==> src/hdl/sca_pkg.sv <==
// ---------------------------------------------------------------------------
// Segment coverage package
// Widths, types and codes shared by the coverage pipeline and its units.
// ---------------------------------------------------------------------------
`default_nettype none

package sca_pkg;

  // Pixel coordinate bits and subpixel fraction bits of the endpoints.
  localparam int PIX_W = 12;
  localparam int SUB_W = 4;

  // Register widths.
  localparam int REG_W = 16;
  localparam int SW_W  = 12;
  localparam int CA_W  = 8;
  localparam int IDX_W = 3;

  // Register indexes.
  localparam logic [IDX_W-1:0] REG_START_X = 3'd0;
  localparam logic [IDX_W-1:0] REG_START_Y = 3'd1;
  localparam logic [IDX_W-1:0] REG_END_X   = 3'd2;
  localparam logic [IDX_W-1:0] REG_END_Y   = 3'd3;
  localparam logic [IDX_W-1:0] REG_WIDTH   = 3'd4;
  localparam logic [IDX_W-1:0] REG_ALPHA   = 3'd5;

  // Pixel centre in units of 2^-(SUB_W+1): ((2x+1) << SUB_W).
  localparam int CEN_W = PIX_W + SUB_W + 1;
  // Offset from start point, signed.
  localparam int A_W   = ((CEN_W + 1 > REG_W + 1) ? CEN_W + 1 : REG_W + 1) + 1;
  // Segment direction, signed (twice the endpoint difference).
  localparam int D_W   = REG_W + 2;
  localparam int PR_W  = A_W + D_W;
  localparam int DOT_W = PR_W + 1;
  localparam int LEN_W = 2 * D_W;

  // Projection parameter: T_FB fraction bits, range 0 to 1.
  localparam int T_FB  = 16;
  localparam int T_W   = T_FB + 1;

  // Offset vector before rounding and after rounding to 1/256 pixel.
  localparam int OX_W  = A_W + T_FB + 2;
  localparam int RSH   = SUB_W + 9;
  localparam int R_W   = OX_W - RSH;

  // Square root radicand and iteration count.
  localparam int N_W   = 2 * R_W + 2;
  localparam int SQ_NIT = N_W / 2;

  // Intensity and stroke edge in 1/256 pixel.
  localparam int OUTER_W = SW_W + 4;
  localparam int INT_W   = 9;

  // How the projection parameter is formed.
  typedef enum logic [1:0] {
    T_DIV  = 2'd0,
    T_ZERO = 2'd1,
    T_ONE  = 2'd2
  } t_mode_e;

  typedef struct packed {
    logic [PIX_W-1:0]        px;
    logic [PIX_W-1:0]        py;
    logic signed [A_W-1:0]   ax;
    logic signed [A_W-1:0]   ay;
    logic signed [D_W-1:0]   dx;
    logic signed [D_W-1:0]   dy;
    t_mode_e                 mode;
  } geo_t;

  typedef struct packed {
    logic [PIX_W-1:0] px;
    logic [PIX_W-1:0] py;
  } pix_t;

endpackage

`default_nettype wire

==> src/hdl/sca_div.sv <==
// ---------------------------------------------------------------------------
// Projection divider
// Pipelined restoring divider: one quotient bit of dot/len2 per stage.
// ---------------------------------------------------------------------------
`default_nettype none

module sca_div (
  input  wire logic                       clk_i,
  input  wire logic                       rst_ni,
  input  wire logic                       en_i,
  input  wire logic                       valid_i,
  input  wire logic [sca_pkg::LEN_W-1:0]  rem_i,
  input  wire logic [sca_pkg::LEN_W-1:0]  len_i,
  input  wire sca_pkg::geo_t              geo_i,
  output logic                            valid_o,
  output logic [sca_pkg::T_FB-1:0]        quo_o,
  output sca_pkg::geo_t                   geo_o
);
  import sca_pkg::*;

  logic               v_q   [1:T_FB];
  logic [LEN_W-1:0]   rem_q [1:T_FB];
  logic [LEN_W-1:0]   len_q [1:T_FB];
  logic [T_FB-1:0]    quo_q [1:T_FB];
  geo_t               geo_q [1:T_FB];

  for (genvar k = 0; k < T_FB; k++) begin : g_stage
    logic             v_s;
    logic [LEN_W-1:0] rem_s;
    logic [LEN_W-1:0] len_s;
    logic [T_FB-1:0]  quo_s;
    geo_t             geo_s;
    logic [LEN_W:0]   rem2;
    logic             ge;
    logic [LEN_W-1:0] rem_d;

    // The first stage takes the incoming word, later stages the one before.
    if (k == 0) begin : g_first
      assign v_s   = valid_i;
      assign rem_s = rem_i;
      assign len_s = len_i;
      assign quo_s = '0;
      assign geo_s = geo_i;
    end else begin : g_next
      assign v_s   = v_q[k];
      assign rem_s = rem_q[k];
      assign len_s = len_q[k];
      assign quo_s = quo_q[k];
      assign geo_s = geo_q[k];
    end

    // Remainder stays below len2, so the doubled value fits one more bit.
    always_comb begin
      rem2  = {rem_s, 1'b0};
      ge    = rem2 >= {1'b0, len_s};
      rem_d = ge ? LEN_W'(rem2 - {1'b0, len_s}) : rem2[LEN_W-1:0];
    end

    always_ff @(posedge clk_i or negedge rst_ni) begin
      if (!rst_ni) begin
        v_q[k+1] <= 1'b0;
      end else if (en_i) begin
        v_q[k+1] <= v_s;
      end
    end

    always_ff @(posedge clk_i) begin
      if (en_i) begin
        rem_q[k+1] <= rem_d;
        len_q[k+1] <= len_s;
        quo_q[k+1] <= {quo_s[T_FB-2:0], ge};
        geo_q[k+1] <= geo_s;
      end
    end
  end

  assign valid_o = v_q[T_FB];
  assign quo_o   = quo_q[T_FB];
  assign geo_o   = geo_q[T_FB];

endmodule

`default_nettype wire

==> config.mk <==
export PLATFORM = sky130hd
export DESIGN_NAME = sca_div
export DESIGN_NICKNAME = d
export VERILOG_FILES = /design/src/hdl/sca_pkg.sv /design/src/hdl/sca_div.sv
export SDC_FILE = /design/constraint.sdc
export NUM_CORES = 2
export LEC_CHECK = 0
export BUFFER_PORTS_ARGS = -buffer_cell sky130_fd_sc_hd__buf_2
export CORE_ASPECT_RATIO = 1.5
export CORE_MARGIN = 5
export CORE_UTILIZATION = 30
export CTS_CLUSTER_SIZE = 16
export DETAILED_ROUTE_END_ITERATION = 8
export GPL_TIMING_DRIVEN = 0
export SLEW_MARGIN = 10
export SYNTH_ARGS = -nofsm -noshare
export SYNTH_HDL_FRONTEND = slang
export SYNTH_SLANG_ARGS = --single-unit
==> constraint.sdc <==
create_clock -name clk_i -period 5.6 [get_ports clk_i]
set_input_delay 1.12 -clock clk_i [delete_from_list [all_inputs] [get_ports clk_i]]
set_output_delay 1.12 -clock clk_i [all_outputs]
set_load 0.01 [all_outputs]
==> results.yml <==
setup_path:
  crit_path_cell_trace: "ha_1 > o21ai_0 > a21oi_1 > o31a_1 > o21bai_1 > a21oi_1 > o311ai_1 > a21oi_1 > a21boi_1 > clkbuf_1 > clkbuf_1 > o21ai_0"
  cp.arrival_ps: 5850
  end_kind: "flop"
  crit_path_max_incr_delay_ps: 700
  cp_top_family: "compound AO/OA/AOI/OAI gates"
  crit_type: "reg -> reg"
  worstPathRequired_ps: 6220
  cp_max_fo: 10
  start_kind: "flop"
  critical_path_buf_inv_count: 2
  worst_path_max_delay_cell: "clkbuf_1"
  critical_path.most_common_cell: "a21oi_1"
synth:
  synth_top_area_share: 0.696
  synthCells: 8452
  syn_nets: 9218
  ys_warn_count: 0
  synth_area_mm2: 0.121
  yosysTopAreaCell: "edfxtp_1"
  synth_cell_types: 98
  syn_area_per_cell_um2: 14.4
  yosys_register_bits: 2832
  synthTopCellsByArea: "edfxtp_1, ha_1, a21oi_1, inv_1, a21o_1"
  yosys_most_used_dff: "edfxtp_1"
  ys_seq_area_frac: 0.700
  synthArstFlopShare: 0.00565
  synth_edf_count: 2816
floorplanning:
  die_height_um: 789
  die_w_um: 529
  core_mm2: 0.404
  rows: 286
  dieArea_mm2: 0.418
  initial_core_util: 0.301
  io_pins: 293
clock_network:
  numCtsBuffers: 301
  cts_setup_buffers: 0
  clk_pin_slew_ps: 60
  htreeDepth: 5
  cts_hold_buf: 0
  clk-insertion-delay-late_ps: 950
  cts-resized-gates: 0
  clockBufferDepth: 4
  cts_tree: "done"
  root_buffer: "clkbuf_16"
  clock-sinks: 2832
global_routing:
  gr-usage-met1: 0.127
  use_met3: 0.0191
  grt_pass1_wl_um: 397000
  grt_pass1_vias: 68587
  met2_usage: 0.225
  gr-max-usage-layer: "met2"
  antenna_found_initial: 13
  globalRouteOverflowTotal: 0
  grtUsageTotal: 0.121
  grt_max_degree: 173
finish:
  layout.nets: 9834
  finish.utilization: 0.347
  fin_area_mm2: 0.140
  drive_above_1_share: 0.107
  instances_no_fill: 14638
  syn_to_final_growth_pct: 15.4
timing:
  fin_crit_ps: 5230
  rsz0062_at_grt: "no"
  setup_viol: 0
  skew_ps: 91.5
  period_share: 0.933
  tightest_slew_ps: 1160
  final_hold_viol_count: 0
  fin_ws_ps: 373
  timing.fmax_ghz: 0.191
  maxSlewHeadroom: 0.213
  drv_slew: 0
drt:
  num_vias: 66151
  drtIter0Drc: 3454
  drt_drc_violations_left: 0
  avgViaCountPerCell: 4.52
  wl_um: 259000
  postRouteAntennaNets: 0
  drtPass1Iterations: 5
  wire_per_inst_um: 17.7
power_and_ir_drop:
  p_leak_nw: 53.2
  power_density_mw_per_mm2: 519
  ir_worst_vdd_uv: 289
place:
  place_area_mm2: 0.130
  gp_congestion: 0.910
  hpwlAfterDp_um: 191000
  dpl.cell_count: 14093
  dp_slack_ps: -524
  io_buffers: 292
hold_path:
  hp-class: "in -> async"
outcome:
  status: "complete, no violations"
flow_run:
  maxCapViolCount: 0
[flip-flops by register name (all words and copies together) (netlist names)]
register and count:
g_stage.v_s 15, geo_q 1600, len_q 540, quo_q 136
rem_q 540, valid_o 1
[report_power, final]
part	internal (mW)	switching [mW]	leakage, nW
Sequential	27.9	1.69	27.7
Clock	11.7	8.48	4.85
Combinational	9.21	13.7	20.6
Total	48.8	23.9	53.2
[area by class of cell]
class / instances / area [um^2]
Fill cell: 38918 / 264000
Buffer: 174 / 734
Inverter: 735 / 2760
Clock buffer: 358 / 7820
Tap cell: 5328 / 6670
Antenna cell: 3 / 7.51
Timing Repair Buffer: 313 / 2030
Sequential cell: 2832 / 85000
Clock inverter: 184 / 2210
Multi-Input combinational cell: 4711 / 33000
[cell usage after synthesis (14+ instances only)]
cell type,number
edfxtp_1,2816
inv_1,732
a21oi_1,610
ha_1,575
nand2_1,490
nor2_1,437
o21ai_0,377
a21o_1,317
xnor2_1,262
xor2_1,196
mux2_2,130
clkbuf_1,127
nand3_1,100
nand4_1,96
nor2b_1,87
o21bai_1,85
nand2b_1,75
and3_1,71
a31oi_1,70
nor3_1,67
o21a_1,64
o21ai_1,52
a211oi_1,46
o31ai_1,43
buf_2,38
mux2_1,38
and2_1,33
o211ai_1,28
nor4_1,27
or3_1,20
a211o_1,19
a21boi_0,16
a41oi_1,16
dfrtp_1,16
fa_1,15
o31a_1,15
a31o_2,14
and4_1,14
[per-layer routing]
layer / up-vias / routed length, um / share of wire
met5: - / 20 / 0.000077
met4: 2 / 18600 / 0.072
met3: 659 / 8840 / 0.034
met2: 1186 / 136000 / 0.52
met1: 31502 / 96200 / 0.37
li1: 32802 / - / -
[cells by family (layout without fill, tap and decap cells)]
family | count (synthesis) | after routing | synth area share
flip-flops | 2832 | 2832 | 0.700
AND/OR/NAND/NOR | 1572 | 1572 | 0.0612
XOR/XNOR | 458 | 458 | 0.0330
adder cells (fa/ha/maj) | 590 | 590 | 0.0617
other | 0 | 3 | 0
multiplexers | 174 | 174 | 0.0161
buffers and inverters | 909 | 1764 | 0.0288
AO/OA/AOI/OAI | 1917 | 1917 | 0.0994
[cell usage in the layout (no fill, tap or decap), types with 130 or more instances in the layout]
cell type,synthesis,routed
o21ai_0,377,377
edfxtp_1,2816,2816
buf_2,38,329
clkbuf_1,127,180
a21o_1,317,317
nand2_1,490,490
nor2_1,437,437
xor2_1,196,196
inv_1,732,732
ha_1,575,575
clkbuf_16,0,304
a21oi_1,610,610
mux2_2,130,130
xnor2_1,262,262
[worst paths after layout]
kind,start,to,slack (ps),cells after the start
worst max-delay path,rem_q[0][253],rem_q[0][318],370,12
worst min-delay path,rst_ni,valid_o,150,1
worst max register to register,rem_q[0][253],rem_q[0][318],370,12
worst min register to register,geo_q[0][139],geo_q[0][239],370,0
max in group asynchronous,rst_ni,g_stage[10].v_s,5190,1
min in group clk_i,len_i[30],len_q[0][66],370,1
[stage by stage]
step                TNS [ps]  hold WS, ps  power (mW)
floorplan                  0          400        45.8
global placement           -          400        54.9
detailed placement     -5270          405        53.0
CTS                        0         15.4        73.9
global route               0         79.6        77.3
finish                     0          152        72.7
(Power assumes the default switching activity.)
