[src/hdl/sca_pkg.sv]
// ---------------------------------------------------------------------------
// Segment coverage package
// Widths, types and codes shared by the coverage pipeline and its units.
// ---------------------------------------------------------------------------
`default_nettype none

package sca_pkg;

  // Pixel coordinate bits and subpixel fraction bits of the endpoints.
  localparam int PIX_W = 12;
  localparam int SUB_W = 4;

  // Register widths.
  localparam int REG_W = 16;
  localparam int SW_W  = 12;
  localparam int CA_W  = 8;
  localparam int IDX_W = 3;

  // Register indexes.
  localparam logic [IDX_W-1:0] REG_START_X = 3'd0;
  localparam logic [IDX_W-1:0] REG_START_Y = 3'd1;
  localparam logic [IDX_W-1:0] REG_END_X   = 3'd2;
  localparam logic [IDX_W-1:0] REG_END_Y   = 3'd3;
  localparam logic [IDX_W-1:0] REG_WIDTH   = 3'd4;
  localparam logic [IDX_W-1:0] REG_ALPHA   = 3'd5;

  // Pixel centre in units of 2^-(SUB_W+1): ((2x+1) << SUB_W).
  localparam int CEN_W = PIX_W + SUB_W + 1;
  // Offset from start point, signed.
  localparam int A_W   = ((CEN_W + 1 > REG_W + 1) ? CEN_W + 1 : REG_W + 1) + 1;
  // Segment direction, signed (twice the endpoint difference).
  localparam int D_W   = REG_W + 2;
  localparam int PR_W  = A_W + D_W;
  localparam int DOT_W = PR_W + 1;
  localparam int LEN_W = 2 * D_W;

  // Projection parameter: T_FB fraction bits, range 0 to 1.
  localparam int T_FB  = 16;
  localparam int T_W   = T_FB + 1;

  // Offset vector before rounding and after rounding to 1/256 pixel.
  localparam int OX_W  = A_W + T_FB + 2;
  localparam int RSH   = SUB_W + 9;
  localparam int R_W   = OX_W - RSH;

  // Square root radicand and iteration count.
  localparam int N_W   = 2 * R_W + 2;
  localparam int SQ_NIT = N_W / 2;

  // Intensity and stroke edge in 1/256 pixel.
  localparam int OUTER_W = SW_W + 4;
  localparam int INT_W   = 9;

  // How the projection parameter is formed.
  typedef enum logic [1:0] {
    T_DIV  = 2'd0,
    T_ZERO = 2'd1,
    T_ONE  = 2'd2
  } t_mode_e;

  typedef struct packed {
    logic [PIX_W-1:0]        px;
    logic [PIX_W-1:0]        py;
    logic signed [A_W-1:0]   ax;
    logic signed [A_W-1:0]   ay;
    logic signed [D_W-1:0]   dx;
    logic signed [D_W-1:0]   dy;
    t_mode_e                 mode;
  } geo_t;

  typedef struct packed {
    logic [PIX_W-1:0] px;
    logic [PIX_W-1:0] py;
  } pix_t;

endpackage

`default_nettype wire

[src/hdl/sca_sqrt.sv]
// ---------------------------------------------------------------------------
// Distance square root
// Pipelined integer square root: one result bit per stage.
// ---------------------------------------------------------------------------
`default_nettype none

module sca_sqrt (
  input  wire logic                        clk_i,
  input  wire logic                        rst_ni,
  input  wire logic                        en_i,
  input  wire logic                        valid_i,
  input  wire logic [sca_pkg::N_W-1:0]     rad_i,
  input  wire sca_pkg::pix_t               pix_i,
  output logic                             valid_o,
  output logic [sca_pkg::SQ_NIT-1:0]       root_o,
  output sca_pkg::pix_t                    pix_o
);
  import sca_pkg::*;

  logic             v_q   [1:SQ_NIT];
  logic [N_W-1:0]   rad_q [1:SQ_NIT];
  logic [N_W-1:0]   res_q [1:SQ_NIT];
  pix_t             pix_q [1:SQ_NIT];

  for (genvar k = 0; k < SQ_NIT; k++) begin : g_stage
    localparam logic [N_W-1:0] BIT = N_W'(1) << (2 * (SQ_NIT - 1 - k));
    logic           v_s;
    logic [N_W-1:0] rad_s;
    logic [N_W-1:0] res_s;
    pix_t           pix_s;
    logic [N_W-1:0] trial;
    logic           ge;
    logic [N_W-1:0] rad_d;
    logic [N_W-1:0] res_d;

    // The first stage takes the incoming word, later stages the one before.
    if (k == 0) begin : g_first
      assign v_s   = valid_i;
      assign rad_s = rad_i;
      assign res_s = '0;
      assign pix_s = pix_i;
    end else begin : g_next
      assign v_s   = v_q[k];
      assign rad_s = rad_q[k];
      assign res_s = res_q[k];
      assign pix_s = pix_q[k];
    end

    always_comb begin
      trial = res_s + BIT;
      ge    = rad_s >= trial;
      rad_d = ge ? rad_s - trial : rad_s;
      res_d = ge ? (res_s >> 1) + BIT : res_s >> 1;
    end

    always_ff @(posedge clk_i or negedge rst_ni) begin
      if (!rst_ni) begin
        v_q[k+1] <= 1'b0;
      end else if (en_i) begin
        v_q[k+1] <= v_s;
      end
    end

    always_ff @(posedge clk_i) begin
      if (en_i) begin
        rad_q[k+1] <= rad_d;
        res_q[k+1] <= res_d;
        pix_q[k+1] <= pix_s;
      end
    end
  end

  assign valid_o = v_q[SQ_NIT];
  assign root_o  = res_q[SQ_NIT][SQ_NIT-1:0];
  assign pix_o   = pix_q[SQ_NIT];

endmodule

`default_nettype wire

[config.mk]
export PLATFORM = sky130hd
export DESIGN_NAME = sca_sqrt
export DESIGN_NICKNAME = d
export VERILOG_FILES = /design/src/hdl/sca_pkg.sv /design/src/hdl/sca_sqrt.sv
export SDC_FILE = /design/constraint.sdc
export NUM_CORES = 2
export LEC_CHECK = 0
export ABC_AREA = 0
export BUFFER_PORTS_ARGS = -buffer_cell sky130_fd_sc_hd__buf_4
export CAP_MARGIN = 20
export CORE_ASPECT_RATIO = 1.2
export CORE_UTILIZATION = 63
export DETAILED_ROUTE_END_ITERATION = 7
export PLACE_DENSITY = 0.87
export SLEW_MARGIN = 30
export SYNTH_ARGS = -nofsm -noshare
export SYNTH_HDL_FRONTEND = slang
export SYNTH_SLANG_ARGS = --single-unit
[constraint.sdc]
create_clock -name clk_i -period 4.51 [get_ports clk_i]
set_input_delay 0.902 -clock clk_i [delete_from_list [all_inputs] [get_ports clk_i]]
set_output_delay 0.902 -clock clk_i [all_outputs]
set_load 0.01 [all_outputs]
==> metrics.md <==
| Metric | Value |
|---|---|
| Largest area contributor in the netlist | `edfxtp_1` |
| Post-place setup slack | `approximately 0.26 ns` |
| Antenna violations before repair | `4` |
| Boundary pin count | `128` |
| Worst clock skew | `0.06693 ns` |
| GRT Overall Usage | `0.2472` |
| CTS H-tree lvls | `4` |
| Post-synth top area share | `0.7000` |
| Total power | `50.38 mW` |
| Final Hold Violating Endpoints | `0` |
| PnR worst setup slack | `0.2347 ns` |
| Pre-Repair DR Iteration Count | `8` |
| Port bufs | `127` |
| Via density | `between 5 and 6` |
| Max-cap check violation count | `0` |
| Pleak | `37.71 nW` |
| Synth area leaders | `edfxtp_1 70%, ha_1 4.7%, xnor2_1 2.7%` |
| RSZ-0062 raised after global routing | `false` |
| Clock Path Buffers | `3` |
| Worst EP required | `just over 5 ns` |
| Library cells used by synthesis | `80` |
| Iteration-0 DRC Markers | `3534` |
| Slew Viols, Final | `0` |
| Post-DRT Antenna Nets | `0` |
| TritonCTS Sinks | `about 2200` |
| Synth Cell Area | `0.09116 mm^2` |
| Layout cell share with drive strength beyond 1 | `0.09591` |
| Count leader, synth | `edfxtp_1` |
| Worst Setup Path Type | `flip-flop to flip-flop` |
| Routed vias | `51760` |
| Core ar. | `about 0.14 mm^2` |
| Total global routing overflow | `0` |
| First-pass GRT wire length | `~280000 um` |
| Drt drc | `0` |
| Top FF cell, synth | `edfxtp_1` |
| VDD IR max | `0.5404 mV` |
| Setup bufs post-CTS | `0` |
| Post-DR wirelength/cell | `20.35 um` |
| Routed WL | `approximately 180000 um` |
| Largest net degree at the start of global routing | `around 140` |
| Die height | `418.7 um` |
| Synth top cells by count | `2125 x edfxtp_1, 415 x inv_1, 377 x nand2_1, 377 x nor2_1, 346 x ha_1` |
| Initial Utilization | `0.6357` |
| Vias in the first global route | `54460` |
| Root Driver | `clkbuf_16` |
| Final nets | `7088` |
| Register area share after synthesis | `0.7069` |
| Tmin final | `4.275 ns` |
| Final setup vio count | `0` |
| Clock transition at path regs | `approximately 0.070 ns` |
| Placed Area | `~0.095 mm^2` |
| Worst EP arrival | `4.85 ns` |
| Inserted Clock Buffers | `between 150 and 200` |
| GPL Wtd Cong | `1.023` |
| Worst-margin pin slew | `about 1.0 ns` |
| Number of flops mapped to enable cells by yosys | `2125` |
| Hpwl dp | `123600 um` |
| Synth Register Bits | `around 2200` |
| Slew HR | `0.3247` |
| Mapped Avg Cell Area | `14.44 um^2` |
| Die ar. | `between 0.1 and 0.15 mm^2` |
| Yosys warning total | `0` |
| Die extent in x | `349.2 um` |
| Worst hold path type | `primary input to flip-flop` |
| FP Rows | `roughly 150` |
| CTS tree | `yes` |
| Post-synthesis net count | `6738` |
| Post-route cell area | `0.1020 mm^2` |
| Fin crit share | `0.9480` |
| Status | `completed` |
| Worst-path fanout max | `34` |
| Power per cell area | `between 400 and 500 mW/mm^2` |
| CP endpoint kind | `flip-flop` |
| Max Clk Rate | `0.2339 GHz` |
| Clk Latency, worst-skew pair | `0.86 ns` |
| Area delta synth->final | `11.90%` |
| CP startpoint kind | `flip-flop` |
| Syn Inst Count | `6314` |
| Asr flop ratio synth | `0.01163` |
worst paths after layout:
check | cells past startpoint | from | slack (ns) | endpoint
worst max register to register | 10 | rad_q[0][932] | 0.23 | rad_q[0][985]
worst min register to register | 0 | pix_q[0][339] | 0.38 | pix_q[0][363]
max in group asynchronous | 2 | rst_ni | 3.79 | g_stage[17].v_s
worst max-delay path | 10 | rad_q[0][932] | 0.23 | rad_q[0][985]
min in group asynchronous | 2 | rst_ni | 0.48 | g_stage[2].v_s
worst min-delay path | 1 | rad_i[27] | 0.21 | rad_q[0][77]
worst max-delay path, cell delays in order, from the launching register on:
cell and delay (ns):
edfxtp_1 0.51, or4_1 0.68, nor3_1 0.57, nand4_1 0.25, o41ai_2 0.74, or4_1 0.22, or3b_2 0.16, buf_4 0.35
nand2b_1 0.16, o31ai_1 0.28, nand2_1 0.09
what timing repair did:
item	in CTS	in global routing
setup endpoints to repair	0	1
gates resized for setup	0	1
endpoints found under the hold margin	25	0
hold buffers	1	0
per-stage QoR:
stage / TNS, ns / util / hold slack (ns) / std cells
after global routing: 0 / 0.7113 / 0.1551 / 8755
after CTS: 0 / 0.7113 / 0.1396 / 8754
after floorplan: 0 / - / 0.4003 / 6314
after detailed placement: 0 / 0.6656 / 0.4045 / 8388
final: 0 / 0.7113 / 0.2075 / 8756
after global placement: -0.07565 / 0.6655 / 0.4000 / 8388
cell type report:
type / count / area, um^2
clock buffer: 229 / 5092
fill: 8743 / 41390
tap: 1925 / 2409
clock inverter: 136 / 1443
antenna: 2 / 5.005
timing repair buffer: 256 / 2257
multi-input combinational: 3643 / 24800
inverter: 415 / 1558
sequential: 2150 / 64440
cells in the final DEF (no fill, tap or decap), drive strengths merged, types with 27 or more instances in the layout:
cell	synthesis	routed
xnor2	280	280
nor4b	27	27
o31ai	32	32
o21a	69	69
o21bai	27	27
buf	20	255
mux2	65	65
xor2	241	241
nor2b	48	48
ha	346	346
or3	60	60
a211oi	35	35
o21ai	274	274
clkbuf	86	229
nand4	81	81
nand2	377	377
nor2	377	377
or4	29	29
nand3	86	86
nor3	145	145
a21oi	332	332
nand2b	91	91
a21o	110	110
edfxtp	2125	2125
inv	415	422
nor4	198	198
clkinv	0	101
power by group:
| part | internal [mW] | switching [mW] | total (mW) |
|---|---|---|---|
| Sequential | 24.7 | 1.39 | 26.1 |
| Combinational | 3.19 | 4.50 | 7.69 |
| Clock | 9.27 | 7.34 | 16.6 |
cell families (layout without fill, tap and decap cells):
family          count (synthesis)  count (layout)  synth area share
simple gates                 1646            1646           0.09255
fa+ha+maj                     346             346           0.04749
compound gates               1053            1053           0.07176
xor+xnor                      521             521           0.05006
other cells                     0               2                 0
buf+inv                       521            1036           0.02188
mux                            77              77          0.009388
flops                        2150            2150            0.7069
metal layers:
| metal | part of all wire | vias to the layer above | GRT usage |
|---|---|---|---|
| met4 | 0.087 | 2 | 0.2043 |
| met1 | 0.31 | 25010 | 0.2089 |
| met3 | 0.035 | 657 | 0.03536 |
| li1 | - | 24520 | - |
| met2 | 0.57 | 1579 | 0.4929 |
| met5 | 0.000056 | - | 0 |
flip-flops by register name, summed over array words and instances (netlist names):
signal	cells
rad_q	1200
pix_q	600
res_q	325
g_stage.v_s	24
valid_o	1
(Power assumes the default switching activity.)
